--- config.mk ---
export PLATFORM = sky130hd
export DESIGN_NAME = quadratic_probe_hash_table
export DESIGN_NICKNAME = d
export VERILOG_FILES = /design/src/hdl/qpht_pkg.sv /design/src/hdl/quadratic_probe_hash_table.sv /design/src/hdl/qpht_dp.sv /design/src/hdl/qpht_ctrl.sv
export SDC_FILE = /design/constraint.sdc
export NUM_CORES = 1
export LEC_CHECK = 0
export BUFFER_PORTS_ARGS = -buffer_cell sky130_fd_sc_hd__buf_2
export CAP_MARGIN = 25
export CELL_PAD_IN_SITES_DETAIL_PLACEMENT = 1
export CELL_PAD_IN_SITES_GLOBAL_PLACEMENT = 1
export CORE_ASPECT_RATIO = 1.75
export CORE_UTILIZATION = 55
export DETAILED_ROUTE_END_ITERATION = 7
export GPL_TIMING_DRIVEN = 0
export PLACE_DENSITY_LB_ADDON = 0.08
export SYNTH_ARGS = -nofsm -noshare
export SYNTH_HDL_FRONTEND = slang
export SYNTH_SLANG_ARGS = --single-unit
--- constraint.sdc ---
create_clock -name clk -period 4.9 [get_ports clk]
set_input_delay 0.49 -clock clk [delete_from_list [all_inputs] [get_ports clk]]
set_output_delay 0.49 -clock clk [all_outputs]
set_load 0.01 [all_outputs]
--- src/hdl/qpht_pkg.sv ---
// Shared types and constants for the quadratic-probe hash table.
`timescale 1ns / 1ps
package qpht_pkg;

  // Table geometry. TABLE_SIZE is a power of two, so a residue mod the size is
  // the low IDX_W bits of a value.
  localparam int TABLE_SIZE = 16;
  localparam int IDX_W      = (TABLE_SIZE > 1) ? $clog2(TABLE_SIZE) : 1;
  localparam int CNT_W      = $clog2(TABLE_SIZE + 1);

  // Field widths
  localparam int OP_W       = 2;
  localparam int KEY_W      = 31;
  localparam int STATUS_W   = 3;
  localparam int SLOT_W     = 4;
  localparam int COEFF_W    = 4;
  localparam int CFG_IDX_W  = 2;

  // Operation codes
  localparam logic [OP_W-1:0] OP_INSERT = 2'd0;
  localparam logic [OP_W-1:0] OP_DELETE = 2'd1;
  localparam logic [OP_W-1:0] OP_SEARCH = 2'd2;

  // Result status codes
  localparam logic [STATUS_W-1:0] STS_INSERTED = 3'd0;
  localparam logic [STATUS_W-1:0] STS_FULL     = 3'd1;
  localparam logic [STATUS_W-1:0] STS_DELETED  = 3'd2;
  localparam logic [STATUS_W-1:0] STS_ABSENT   = 3'd3;
  localparam logic [STATUS_W-1:0] STS_FOUND    = 3'd4;

  // Configuration register indexes
  localparam logic [CFG_IDX_W-1:0] CFG_LINEAR = 2'd0;
  localparam logic [CFG_IDX_W-1:0] CFG_SQUARE = 2'd1;

  localparam logic [COEFF_W-1:0] LINEAR_RESET = 4'd1;
  localparam logic [COEFF_W-1:0] SQUARE_RESET = 4'd3;

  typedef struct packed {
    logic [OP_W-1:0]  op;
    logic [KEY_W-1:0] key;
  } item_in_t;

  typedef struct packed {
    logic [STATUS_W-1:0] status;
    logic [SLOT_W-1:0]   slot;
  } item_out_t;

  // Controller to datapath
  typedef struct packed {
    logic load;
    logic probe;
  } dp_cmd_t;

  // Datapath to controller
  typedef struct packed {
    logic hit;
    logic exhausted;
  } dp_sts_t;

endpackage

--- src/hdl/quadratic_probe_hash_table.sv ---
// Top level: quadratic-probe hash table with config registers and result register.
//
//  Channel | Ports                                  | Beat
//  --------+----------------------------------------+---------------------------------
//  in      | in_valid, in_ready, in_data            | one request: op, key
//  out     | out_valid, out_ready, out_data         | one result: status, slot
//  cfg     | cfg_valid, cfg_ready, cfg_index, _data | one register write (0 lin, 1 sq)
//
// An input beat loads the probe start (key mod TABLE_SIZE, the low key bits), then
// one slot-memory read per probe through a single registered read port. A hit ends
// the probe walk early; a miss or a full table walks every probe.
// The result sits in an output register, so the next request is taken while it waits;
// a new result waits for that register to drain. Reset (rst_n, synchronous) clears all
// occupancy bits at once and restores linear_coeff 1 and square_coeff 3.
`timescale 1ns / 1ps
module quadratic_probe_hash_table (
  input  logic                             clk,
  input  logic                             rst_n,
  input  logic                             in_valid,
  output logic                             in_ready,
  input  qpht_pkg::item_in_t               in_data,
  output logic                             out_valid,
  input  logic                             out_ready,
  output qpht_pkg::item_out_t              out_data,
  input  logic                             cfg_valid,
  output logic                             cfg_ready,
  input  logic [qpht_pkg::CFG_IDX_W-1:0]   cfg_index,
  input  logic [qpht_pkg::COEFF_W-1:0]     cfg_data
);
  import qpht_pkg::*;

  logic [COEFF_W-1:0] lin_r;
  logic [COEFF_W-1:0] sq_r;
  logic               out_valid_r;
  item_out_t          out_data_r;

  dp_cmd_t   cmd;
  dp_sts_t   sts;
  item_out_t res;
  logic      emit;
  logic      out_free;

  // Config writes are always accepted; unknown indexes drop.
  assign cfg_ready = 1'b1;

  always_ff @(posedge clk) begin
    if (!rst_n) begin
      lin_r <= LINEAR_RESET;
      sq_r  <= SQUARE_RESET;
    end else if (cfg_valid) begin
      if (cfg_index == CFG_LINEAR) lin_r <= cfg_data;
      if (cfg_index == CFG_SQUARE) sq_r  <= cfg_data;
    end
  end

  // Output register frees when empty or when its beat goes out this cycle.
  assign out_free = ~out_valid_r | out_ready;

  qpht_ctrl u_ctrl (
    .clk      (clk),
    .rst_n    (rst_n),
    .in_valid (in_valid),
    .in_ready (in_ready),
    .out_free (out_free),
    .sts      (sts),
    .cmd      (cmd),
    .emit     (emit)
  );

  qpht_dp u_dp (
    .clk       (clk),
    .rst_n     (rst_n),
    .in_data   (in_data),
    .lin_coeff (lin_r),
    .sq_coeff  (sq_r),
    .cmd       (cmd),
    .sts       (sts),
    .res       (res)
  );

  // Hold the result until taken
  always_ff @(posedge clk) begin
    if (!rst_n) begin
      out_valid_r <= 1'b0;
    end else if (emit) begin
      out_valid_r <= 1'b1;
    end else if (out_ready) begin
      out_valid_r <= 1'b0;
    end
  end

  always_ff @(posedge clk) begin
    if (emit) out_data_r <= res;
  end

  assign out_valid = out_valid_r;
  assign out_data  = out_data_r;

endmodule

--- src/hdl/qpht_dp.sv ---
// Datapath: probe start, probe address stepping, slot memory and match logic.
`timescale 1ns / 1ps
module qpht_dp (
  input  logic                          clk,
  input  logic                          rst_n,
  input  qpht_pkg::item_in_t            in_data,
  input  logic [qpht_pkg::COEFF_W-1:0]  lin_coeff,
  input  logic [qpht_pkg::COEFF_W-1:0]  sq_coeff,
  input  qpht_pkg::dp_cmd_t             cmd,
  output qpht_pkg::dp_sts_t             sts,
  output qpht_pkg::item_out_t           res
);
  import qpht_pkg::*;

  localparam logic [IDX_W:0]   SIZE_EXT   = (IDX_W + 1)'(TABLE_SIZE);
  localparam logic [CNT_W-1:0] PROBE_LAST = CNT_W'(TABLE_SIZE);

  // Modular add of two residues
  function automatic logic [IDX_W-1:0] add_mod(input logic [IDX_W-1:0] a,
                                               input logic [IDX_W-1:0] b);
    logic [IDX_W:0] s;
    s = {1'b0, a} + {1'b0, b};
    if (s >= SIZE_EXT) s = s - SIZE_EXT;
    return s[IDX_W-1:0];
  endfunction

  logic [OP_W-1:0]       op_r;
  logic [KEY_W-1:0]      key_r;
  logic [IDX_W-1:0]      pos_r;
  logic [IDX_W-1:0]      delta_r;
  logic [IDX_W-1:0]      step_r;
  logic [CNT_W-1:0]      cnt_r;
  logic [KEY_W-1:0]      rd_key_r;
  logic                  rd_vld_r;
  logic [IDX_W-1:0]      rd_addr_r;
  logic                  rd_live_r;
  logic [TABLE_SIZE-1:0] valid_r;
  item_out_t             res_r;

  logic [KEY_W-1:0] key_mem [TABLE_SIZE];

  logic [IDX_W-1:0] base_idx;
  logic [IDX_W-1:0] c1_idx;
  logic [IDX_W-1:0] c2_idx;
  logic             is_ins;
  logic             is_find;
  logic             hit;
  logic             exhausted;
  logic             issue;
  logic             commit;

  // Residues mod a power-of-two size are the low index bits
  assign base_idx  = in_data.key[IDX_W-1:0];
  assign c1_idx    = IDX_W'(lin_coeff);
  assign c2_idx    = IDX_W'(sq_coeff);
  assign is_ins    = (op_r == OP_INSERT);
  assign is_find   = (op_r == OP_DELETE) || (op_r == OP_SEARCH);
  assign hit       = rd_live_r & (is_ins ? ~rd_vld_r
                                         : (is_find & rd_vld_r & (rd_key_r == key_r)));
  assign exhausted = rd_live_r & ~hit & (cnt_r == PROBE_LAST);
  assign issue     = cmd.probe & (cnt_r != PROBE_LAST);
  assign commit    = cmd.probe & hit;

  assign sts.hit       = hit;
  assign sts.exhausted = exhausted;
  assign res           = res_r;

  // Request registers and probe stepping
  always_ff @(posedge clk) begin
    if (cmd.load) begin
      op_r    <= in_data.op;
      key_r   <= in_data.key;
      // p(0) = key mod N; p(i+1) - p(i) = c1 + c2*(2i+1)
      pos_r   <= base_idx;
      delta_r <= add_mod(c1_idx, c2_idx);
      step_r  <= add_mod(c2_idx, c2_idx);
    end else if (issue) begin
      pos_r   <= add_mod(pos_r, delta_r);
      delta_r <= add_mod(delta_r, step_r);
    end
    if (issue) begin
      rd_vld_r  <= valid_r[pos_r];
      rd_addr_r <= pos_r;
    end
    if (commit) begin
      res_r.slot <= SLOT_W'(rd_addr_r);
      priority if (is_ins)               res_r.status <= STS_INSERTED;
      else if (op_r == OP_DELETE)        res_r.status <= STS_DELETED;
      else                               res_r.status <= STS_FOUND;
    end else if (cmd.probe && exhausted) begin
      res_r.slot   <= '0;
      res_r.status <= is_ins ? STS_FULL : STS_ABSENT;
    end
  end

  // Probe count, read stage flag and occupancy bits
  always_ff @(posedge clk) begin
    if (!rst_n) begin
      cnt_r     <= '0;
      rd_live_r <= 1'b0;
      valid_r   <= '0;
    end else begin
      if (cmd.load) begin
        cnt_r     <= '0;
        rd_live_r <= 1'b0;
      end else if (cmd.probe) begin
        rd_live_r <= issue;
        if (issue) cnt_r <= cnt_r + 1'b1;
      end
      if (commit && is_ins) valid_r[rd_addr_r] <= 1'b1;
      else if (commit && (op_r == OP_DELETE)) valid_r[rd_addr_r] <= 1'b0;
    end
  end

  // Key store: one write port, one registered read port
  always_ff @(posedge clk) begin
    if (commit && is_ins) key_mem[rd_addr_r] <= key_r;
    if (issue) rd_key_r <= key_mem[pos_r];
  end

endmodule

--- src/hdl/qpht_ctrl.sv ---
// Controller: sequences load, probing and result handoff.
`timescale 1ns / 1ps
module qpht_ctrl (
  input  logic                clk,
  input  logic                rst_n,
  input  logic                in_valid,
  output logic                in_ready,
  input  logic                out_free,
  input  qpht_pkg::dp_sts_t   sts,
  output qpht_pkg::dp_cmd_t   cmd,
  output logic                emit
);
  import qpht_pkg::*;

  typedef enum logic [1:0] {
    S_IDLE,
    S_PROBE,
    S_FINISH
  } state_t;

  state_t state_r;
  state_t state_nxt;

  always_comb begin
    state_nxt = state_r;
    unique case (state_r)
      S_IDLE: begin
        if (in_valid) state_nxt = S_PROBE;
      end
      S_PROBE: begin
        if (sts.hit || sts.exhausted) state_nxt = S_FINISH;
      end
      S_FINISH: begin
        if (out_free) state_nxt = S_IDLE;
      end
      default: state_nxt = S_IDLE;
    endcase
  end

  always_ff @(posedge clk) begin
    if (!rst_n) begin
      state_r <= S_IDLE;
    end else begin
      state_r <= state_nxt;
    end
  end

  assign in_ready  = (state_r == S_IDLE);
  assign cmd.load  = (state_r == S_IDLE) & in_valid;
  assign cmd.probe = (state_r == S_PROBE);
  assign emit      = (state_r == S_FINISH) & out_free;

endmodule

# --- Word level (Yosys, flattened, before mapping) ---
# Memories as Yosys holds them, arrays and structs flattened. A register that Yosys moved wholly into a read port is not among the register bits.
# Cells that the tools add are included.
word_totals:
  ff_bits: 97
  ram_bits: 496
  n_memories: 1
op_classes:
  add_sub_neg: 9
  muxes: 28
  n_bitwise: 17
  eq_ne: 11
  reduce_logical: 18
  order_cmp: 7
memory_table:
  columns: ["memory", "depth", "width", "read_ports", "rd_clocked_by_memory_dff", "wr", "line_no", "source"]
  rows:
  - ["u_dp.key_mem", 16, 31, 1, 1, 1, "qpht_dp.sv:40", "logic [KEY_W-1:0] key_mem [TABLE_SIZE];"]
op_table:
  columns: ["op", "count"]
  rows:
  - ["2-to-1 mux 16 bit", 2]
  - ["2-to-1 mux 4 bit", 8]
  - ["== test 31 bit", 1]
  - ["adder 4 x 4 -> 5 bit", 4]
  - ["greater-or-equal comparator 5 bit, second input constant", 4]
  - ["AND 16 bit", 1]
  - ["NOT 16 bit", 1]
  - ["bitwise OR 16 bit", 1]
  - ["subtractor 4 x 1 -> 4 bit, second input constant", 4]
  - ["2-to-1 mux 7 bit", 2]
  - ["less-than comparator 4 x 5 -> 1 bit, second input constant", 2]
  - ["AND 1 bit", 9]
  - ["2-to-1 mux 2 bit", 4]
  - ["nonzero test 2 bit", 4]
  - ["2-to-1 mux 1 bit", 7]
  - ["== test 2 x 1 -> 1 bit, second input constant", 3]
  - ["zero test 2 bit", 3]
  - ["2-to-1 mux 3 bit", 2]
  - ["one-hot mux 2 bit (3 select lines)", 1]
  - ["AND reduction 2 bit", 3]
  - ["adder 5 x 1 -> 5 bit, second input constant", 1]
  - ["== test 5 bit, second input constant", 1]
  - ["inequality test 5 bit, second input constant", 1]
  - ["binary-select mux 1 bit (select 4 bit)", 1]
  - ["11 further kinds", 20]

# --- Depth between registers and ports, before layout ---
# Gate-level depths: netlist (run 1).
logic_depth:
  word_depth: 12
  depth_mapped: 9

# --- Modules after synthesis ---
# From an unflattened synthesis (run 1), not the netlist that was laid out.
unflattened:
  cells_unflattened: 1102
  hier_area_um2: 23944.2
modules_own_cells:
  columns: ["module", "seq_area_each_um2", "instances", "cells_per_inst", "area_each_um2"]
  rows:
  - ["qpht_dp", 17947.2, 1, 1044, 23226.0]
  - ["quadratic_probe_hash_table", 390.4, 1, 45, 603.1]
  - ["qpht_ctrl", 40.0, 1, 13, 115.1]

# --- Worst setup path before layout (run 1) ---
# Ideal clock, no wire load.
synth_path:
  path_type: "register to register"
  startpoint: "register u_dp.op_r[0]"
  endpoint: "memory u_dp.key_mem[3][0], enable pin"
  synth_period_minus_slack_ps: 4124
  setup_slack_ps: 776
  path_stages_with_launch: 8
  arrival_ps: 3664
  path_buffers: 0
  path_cell_list: "edfxtp_1 inv_1 ha_1 and3b_1 nand4_1 nor4_2 a21boi_1 nor3_1"
synth_between:
  elab_chain_len: 10
synth_rtl:
  columns: ["item", "line_no", "source"]
  rows:
  - ["start, declared", "qpht_dp.sv:27", "logic [OP_W-1:0] op_r;"]
  - ["start signal, assigned", "qpht_dp.sv:71", "op_r <= in_data.op;"]
  - ["== test 2 x 1 -> 1 bit or == test 2 bit (tied branches)", "qpht_dp.sv:57", "assign is_find = (op_r == OP_DELETE) || (op_r == OP_SEARCH);"]
  - ["logical OR 1 bit", "qpht_dp.sv:57", null]
  - ["AND 1 bit (2 in a row)", "qpht_dp.sv:59", ": (is_find & rd_vld_r & (rd_key_r == key_r)));"]
  - ["2-to-1 mux 1 bit", "qpht_dp.sv:58", "assign hit = rd_live_r & (is_ins ? ~rd_vld_r"]
  - ["AND 1 bit", "qpht_dp.sv:58", null]
  - ["AND 1 bit", "qpht_dp.sv:62", "assign commit = cmd.probe & hit;"]
  - ["logical AND 1 bit *", "qpht_dp.sv:117", "if (commit && is_ins) key_mem[rd_addr_r] <= key_r;"]
  - ["2-to-1 mux 1 bit *", "qpht_dp.sv:117", null]
  - ["2-to-1 mux 1 bit (implied by the code) *", "qpht_dp.sv:117", null]
  - ["end, declared", "qpht_dp.sv:40", null]
# Mark *: on every way between the ends. The rest lies on a longest branch, timed or not.

# --- Worst setup path in the final report (run 1) ---
layout_path:
  startpoint: "register u_dp.key_r[15]"
  endpoint: "memory u_dp.key_mem[3][15], enable pin"
layout_between:
  elab_chain_len: 8
layout_rtl:
  columns: ["item", "line_no", "source"]
  rows:
  - ["start, declared", "qpht_dp.sv:28", "logic [KEY_W-1:0] key_r;"]
  - ["start signal, assigned", "qpht_dp.sv:72", "key_r <= in_data.key;"]
  - ["== test 31 bit", "qpht_dp.sv:59", null]
  - ["AND 1 bit", "qpht_dp.sv:59", null]
  - ["2-to-1 mux 1 bit", "qpht_dp.sv:58", null]
  - ["AND 1 bit", "qpht_dp.sv:58", null]
  - ["AND 1 bit", "qpht_dp.sv:62", null]
  - ["logical AND 1 bit", "qpht_dp.sv:117", null]
  - ["2-to-1 mux 1 bit", "qpht_dp.sv:117", null]
  - ["2-to-1 mux 1 bit (implied by the code)", "qpht_dp.sv:117", null]
# No other way between the ends.

==> results.py, run 1 <==
metrics = {
    "floorplanning": {
        "io_pins": 54,
        "initial_core_util": 0.559,
        "die-area_mm2": 0.0442,
        "fp.dieH_um": 277,
        "core_mm2": 0.0427,
        "dieWidth_um": 159,
        "rows": 100,
    },
    "global_routing": {
        "grt_pass1_wl_mm": 84.7,
        "gr-total-overflow": 0,
        "grt_pass1_vias": 12683,
        "grt_max_degree": 43,
        "grt_antenna_before_repair": 0,
        "track_usage": 0.272,
    },
    "hold_path": {
        "hp-start": "in_data[23]",
        "hold_path_class": "in2reg",
        "min_path_cells": 1,
    },
    "clock_tree": {
        "tritoncts": "built",
        "cts_root_buffer": "clkbuf_16",
        "cts_buffers": 54,
        "cts.sinks": 623,
        "htree_levels": 2,
        "cts_max_path_buffers": 3,
        "cts_resized": 0,
        "cts-hold-fix-buffers": 0,
        "cts_setup_buffers": 0,
        "path_clk_slew_ns": 0.07,
        "clock_latency_ns": 0.59,
    },
    "setup_path": {
        "crit_fanout": 17,
        "r2r-end": "u_dp.key_mem[3][15]",
        "cp.arrival_ns": 4.57,
        "rr_worst_depth": 8,
        "reg2reg_from": "u_dp.key_r[15]",
        "cp-startpoint": "u_dp.key_r[15]",
        "start_kind": "flop",
        "crit_path_end": "u_dp.key_mem[3][15]",
        "criticalPathCategory": "reg2reg",
        "required_ns": 5.19,
        "end_kind": "flop",
        "rrSetupSlack_ns": 0.62,
    },
    "sta": {
        "rsz0062_at_grt": "no",
        "fin_tns_setup_ns": 0,
        "final-hold-violation-count": 0,
        "final_max_slew_viol_count": 0,
        "period_share": 0.874,
        "max_slew_margin": 0.264,
        "fin_skew_ns": 0.0199,
        "holdWs_ns": 0.0727,
        "max_freq_mhz": 233,
        "setup_violations": 0,
        "finalCriticalPeriod_ns": 4.28,
        "setup_ws_ns": 0.616,
        "tightest_slew_ns": 1.10,
    },
    "detailed_routing": {
        "wl_per_cell_um": 31.4,
        "num_vias": 11460,
        "drtAntennaViolNets": 0,
        "wl_mm": 57.8,
        "drtIter0Drc": 1100,
        "via_per_inst": 6.23,
        "firstDrtPassIters": 5,
        "drc": 0,
    },
    "cells_and_area": {
        "drive_above_1_share": 0.291,
        "final_core_util": 0.640,
        "fin_nets": 1291,
        "fin_area_mm2": 0.0273,
        "num_antenna_cells": 0,
        "area_growth_pct": 14.7,
    },
    "logic_synthesis": {
        "synth_seq_area_share": 0.771,
        "synth_seq_cells": 623,
        "syn_nets": 1149,
        "syn_area_per_cell_um2": 21.8,
        "synth_area_mm2": 0.0238,
        "yosysUniqueCellTypes": 42,
        "synthCells": 1091,
        "yosys_warnings": 0,
    },
    "placement": {
        "gp_congestion": 0.807,
        "dp_hpwl_mm": 36.9,
        "place_ws_ns": 0.611,
        "port_buffers": 51,
        "dpl_cell_area_mm2": 0.0254,
    },
    "pwr": {
        "p_leak_nw": 8.69,
        "ir_drop_uv": 344,
        "p_per_area_mw_per_mm2": 439,
    },
    "flow_run": {
        "drv_cap": 0,
    },
    "status": {
        "status": "finished clean",
    },
}
-- critical path, stage by stage, from the launching register on --
cell	delay (ns)
edfxtp_1	0.60
xnor2_1	0.54
nand4_1	0.27
nor4_1	0.71
a21boi_1	0.41
nor3_2	0.86
buf_6	0.27
buf_8	0.17
buf_6	0.16
-- synthesized netlist by cell type --
cell,n,share of area
nor2_1,35,0.0055
o21ai_1,2,0.00042
and2_1,5,0.0013
a21oi_1,13,0.0027
o21a_1,11,0.0035
a21boi_1,2,0.00063
o31a_1,2,0.00074
or3_1,1,0.00026
clkbuf_1,28,0.0044
nand2_1,44,0.0069
a21o_1,2,0.00063
o2bb2ai_1,2,0.00074
nor2b_1,11,0.0029
mux4_2,160,0.15
nand2b_1,4,0.0010
nand4_1,11,0.0029
nor3_1,7,0.0015
nand3_1,4,0.00084
conb_1,1,0.00016
nor4_2,1,0.00052
ha_1,11,0.0058
dfxtp_1,33,0.028
nand3b_1,1,0.00032
fa_1,3,0.0025
inv_1,17,0.0027
and3_1,1,0.00026
nor3b_1,4,0.0013
xnor2_1,38,0.014
o211ai_1,4,0.0013
buf_4,2,0.00063
xor2_1,5,0.0018
a31oi_1,1,0.00026
mux2i_1,6,0.0025
a21boi_0,1,0.00032
nand4b_1,1,0.00037
nor4_1,5,0.0013
o31ai_1,1,0.00032
edfxtp_1,590,0.74
buf_2,14,0.0029
buf_1,2,0.00032
o21ai_0,4,0.00084
and3b_1,1,0.00037
-- state kept, by name, summed over array words and instances, names as in the netlist, 2 cells and up, named ones only --
signal          flops
u_dp.pos_r          4
u_dp.step_r         3
sq_r                4
u_dp.key_r         31
u_dp.cnt_r          5
u_dp.rd_addr_r      4
out_data            7
u_dp.delta_r        4
u_dp.rd_key_r      31
u_dp.res            7
u_ctrl.state_r      2
u_dp.op_r           2
lin_r               4
u_dp.key_mem      496
-- metal layers --
layer  vias up  global-route usage  routed length, um
met2       476               0.481              30700
met1      6108               0.349              21900
met3       121              0.0314               3130
met5         -                   0                  0
met4         0               0.101               2010
li1       4755                   -                  -
-- cells by family after synthesis --
family | after synthesis | synth area share
xor+xnor | 43 | 0.0158
flops | 623 | 0.771
compound gates | 45 | 0.0123
mux | 166 | 0.154
buf+inv | 63 | 0.0110
simple gates | 136 | 0.0276
fa+ha+maj | 14 | 0.00830
other cells | 1 | 0.000157
-- final cells by class --
type	instances	area, um^2
timing repair buffer	86	817
fill	3476	15300
buffer	46	201
multi-input combinational	405	5300
inverter	17	63.8
clock inverter	37	357
tap	561	702
clock buffer	65	1510
sequential	623	18400
-- how the worst min path moves through the flow --
stage	end	slack (ns)
floorplan	out_data[0]	0.40
global placement	out_data[4]	0.41
detailed placement	out_data[1]	0.41
CTS	u_dp.key_r[30]	0.05
global route	u_dp.op_r[1]	0.06
finish	u_dp.key_r[23]	0.07
-- where the power goes --
part	internal, W	switching [W]
clock	0.00251	0.00192
sequential	0.00599	0.000134
combinational	0.000696	0.000742
-- stage by stage --
step,std cells,power [W]
floorplan,1091,0.00716
global placement,1703,0.00762
detailed placement,1736,0.00768
CTS,1838,0.0121
global route,1840,0.0123
finish,1840,0.0120
-- layout by cell type, fill, tap and decap left out, types with 13 or more instances in the layout --
| cell type | count |
|---|---|
| buf_6 | 13 |
| mux4_2 | 160 |
| edfxtp_1 | 590 |
| buf_2 | 65 |
| xnor2_1 | 38 |
| clkbuf_16 | 57 |
| inv_1 | 16 |
| nor2_1 | 23 |
| dfxtp_1 | 33 |
| clkbuf_1 | 30 |
| nand2_1 | 44 |
| a21oi_1 | 13 |
Power figures use the tool's default switching activity.
==> run 2: changes to the inputs <==
--- a/config.mk
+++ b/config.mk
@@ -12,3 +12,3 @@
 export CORE_ASPECT_RATIO = 1.75
-export CORE_UTILIZATION = 55
+export CORE_UTILIZATION = 42
 export DETAILED_ROUTE_END_ITERATION = 7
--- a/constraint.sdc
+++ b/constraint.sdc
@@ -3,2 +3,2 @@
 set_output_delay 0.49 -clock clk [all_outputs]
-set_load 0.01 [all_outputs]
+set_load 0.005 [all_outputs]
==> run 2 against run 1 <==
  * Setup slack better by 0.20 ns
  * Largest cell class unchanged
  * Global-route usage is 5.9 points lower
  * Combinational power barely moved
  * Sequential share of layout area is 0.94 points lower
  * Sequential power barely moved
  * Clock skew is 0.0020 ns higher
  * Final cell count increased by 7.7%
  * Fmax is 4.8% higher
  * Critical path type unchanged
  * Non-clock buffer count is 4 higher
  * Die area increased by 31%
  * Clock-buffer cell count increased by 4
==> results.py, run 2 (synthesized netlist as in run 1, its figures left out) <==
metrics = {
    "cells_and_area": {
        "largest_register": "u_dp.key_mem",
        "drive_above_1_share": 0.292,
        "largest_reg_flops": 496,
        "area_growth_pct": 16.3,
        "layout_common_cells": "edfxtp_1 (590), mux4_2 (160), buf_2 (65)",
        "final_common_cell": "edfxtp_1",
        "fin_area_mm2": 0.0277,
        "fin_nets": 1296,
        "reg_top3": "u_dp.key_mem: 496 flops, u_dp.key_r: 31 flops, u_dp.rd_key_r: 31 flops",
    },
    "setup_path": {
        "crit_chain": "xnor2_1 -> nand4_1 -> nor4_1 -> a21boi_1 -> nor3_2 -> buf_6 -> buf_8",
        "crit_fanout": 17,
        "required_ns": 5.21,
        "cp.arrival_ns": 4.39,
        "end_kind": "flop",
        "crit_slowest_cell": "nor3_2",
        "rr_worst_depth": 7,
        "max_stage_delay_ns": 0.90,
        "start_kind": "flop",
        "criticalPathCategory": "reg2reg",
    },
    "clock_tree": {
        "cts.sinks": 623,
        "cts_setup_buffers": 0,
        "cts_root_buffer": "clkbuf_16",
        "path_clk_slew_ns": 0.07,
        "cts_resized": 0,
        "clock_latency_ns": 0.61,
        "cts_max_path_buffers": 3,
        "cts-hold-fix-buffers": 0,
        "htree_levels": 2,
        "cts_buffers": 55,
        "tritoncts": "built",
    },
    "floorplanning": {
        "dieWidth_um": 182,
        "fp.dieH_um": 317,
        "initial_core_util": 0.425,
        "core_mm2": 0.0561,
        "io_pins": 54,
        "rows": 115,
        "die-area_mm2": 0.0577,
    },
    "sta": {
        "tightest_slew_ns": 1.06,
        "period_share": 0.834,
        "finalCriticalPeriod_ns": 4.09,
        "max_slew_margin": 0.292,
        "rsz0062_at_grt": "no",
        "final-hold-violation-count": 0,
        "max_freq_mhz": 245,
        "fin_skew_ns": 0.0219,
        "setup_violations": 0,
        "final_max_slew_viol_count": 0,
    },
    "hold_path": {
        "hold_path_class": "in2reg",
        "min_path_cells": 1,
    },
    "placement": {
        "dp_hpwl_mm": 38.6,
        "dpl_cell_area_mm2": 0.0258,
        "port_buffers": 51,
        "gp_congestion": 0.762,
    },
    "detailed_routing": {
        "wl_mm": 59.1,
        "firstDrtPassIters": 5,
        "via_per_inst": 5.61,
        "drtAntennaViolNets": 0,
        "num_vias": 11120,
        "drc": 0,
        "wl_per_cell_um": 29.8,
        "drtIter0Drc": 788,
    },
    "pwr": {
        "ir_drop_uv": 308,
        "p_leak_nw": 8.79,
        "p_total_w": 0.0123,
        "p_per_area_mw_per_mm2": 443,
    },
    "global_routing": {
        "grt_max_degree": 43,
        "gr-total-overflow": 0,
        "grt_pass1_vias": 12364,
        "grt_antenna_before_repair": 0,
        "track_usage": 0.213,
        "grt_pass1_wl_mm": 85.6,
    },
    "flow_run": {
        "drv_cap": 0,
    },
    "status": {
        "status": "finished clean",
    },
}
## run 2: final cells by class
class	count	area, um^2
antenna	1	2.50
buffer	46	201
clock buffer	69	1510
clock inverter	29	438
fill	5028	28400
inverter	17	63.8
multi-input combinational	405	5300
sequential	623	18400
tap	702	878
timing repair buffer	90	938
## run 2: worst paths after layout
check	from	endpoint	slack (ns)
setup / recovery	u_dp.key_r[15]	u_dp.key_mem[3][10]	0.81
hold reg to reg	u_dp.res[1]	out_data[1]	0.42
hold / removal	in_data[26]	u_dp.key_r[26]	0.06
setup reg to reg	u_dp.key_r[15]	u_dp.key_mem[3][10]	0.81
## run 2: where the power goes
group | internal (W) | switching [W] | total [W] | leakage [nW]
registers | 0.00599 | 0.000130 | 0.00612 | 5.62
clock network | 0.00276 | 0.00195 | 0.00471 | 0.954
logic | 0.000694 | 0.000744 | 0.00144 | 2.22
total | 0.00944 | 0.00282 | 0.0123 | 8.79
## run 2: worst max-delay path: cells and delay by family (launching register included)
kind / cells / cell delay (ns)
AO/OA/AOI/OAI: 1 / 0.36
XOR/XNOR: 1 / 0.57
buffers and inverters: 2 / 0.44
flip-flops: 1 / 0.61
AND/OR/NAND/NOR: 3 / 1.77
## run 2: per-stage QoR
step	setup TNS [ns]	utilization	setup slack (ns)	cells	hold WS (ns)
after detailed placement	0	0.459	0.735	1883	0.405
final	0	0.494	0.814	1982	0.0561
after floorplan	0	-	0.776	1091	0.400
after CTS	0	0.494	0.703	1981	0.0242
after global routing	0	0.494	0.658	1981	0.0308
after global placement	-600.21	0.445	-3.61	1844	0.419
## run 2: metal layers
metal,wire length (um),vias to the layer above,part of all wire,GRT usage
li1,-,4774,-,-
met1,22500,5982,0.38,0.254
met2,32500,261,0.55,0.395
met3,2250,103,0.038,0.0255
met4,1830,0,0.031,0.0760
met5,0,-,0,0
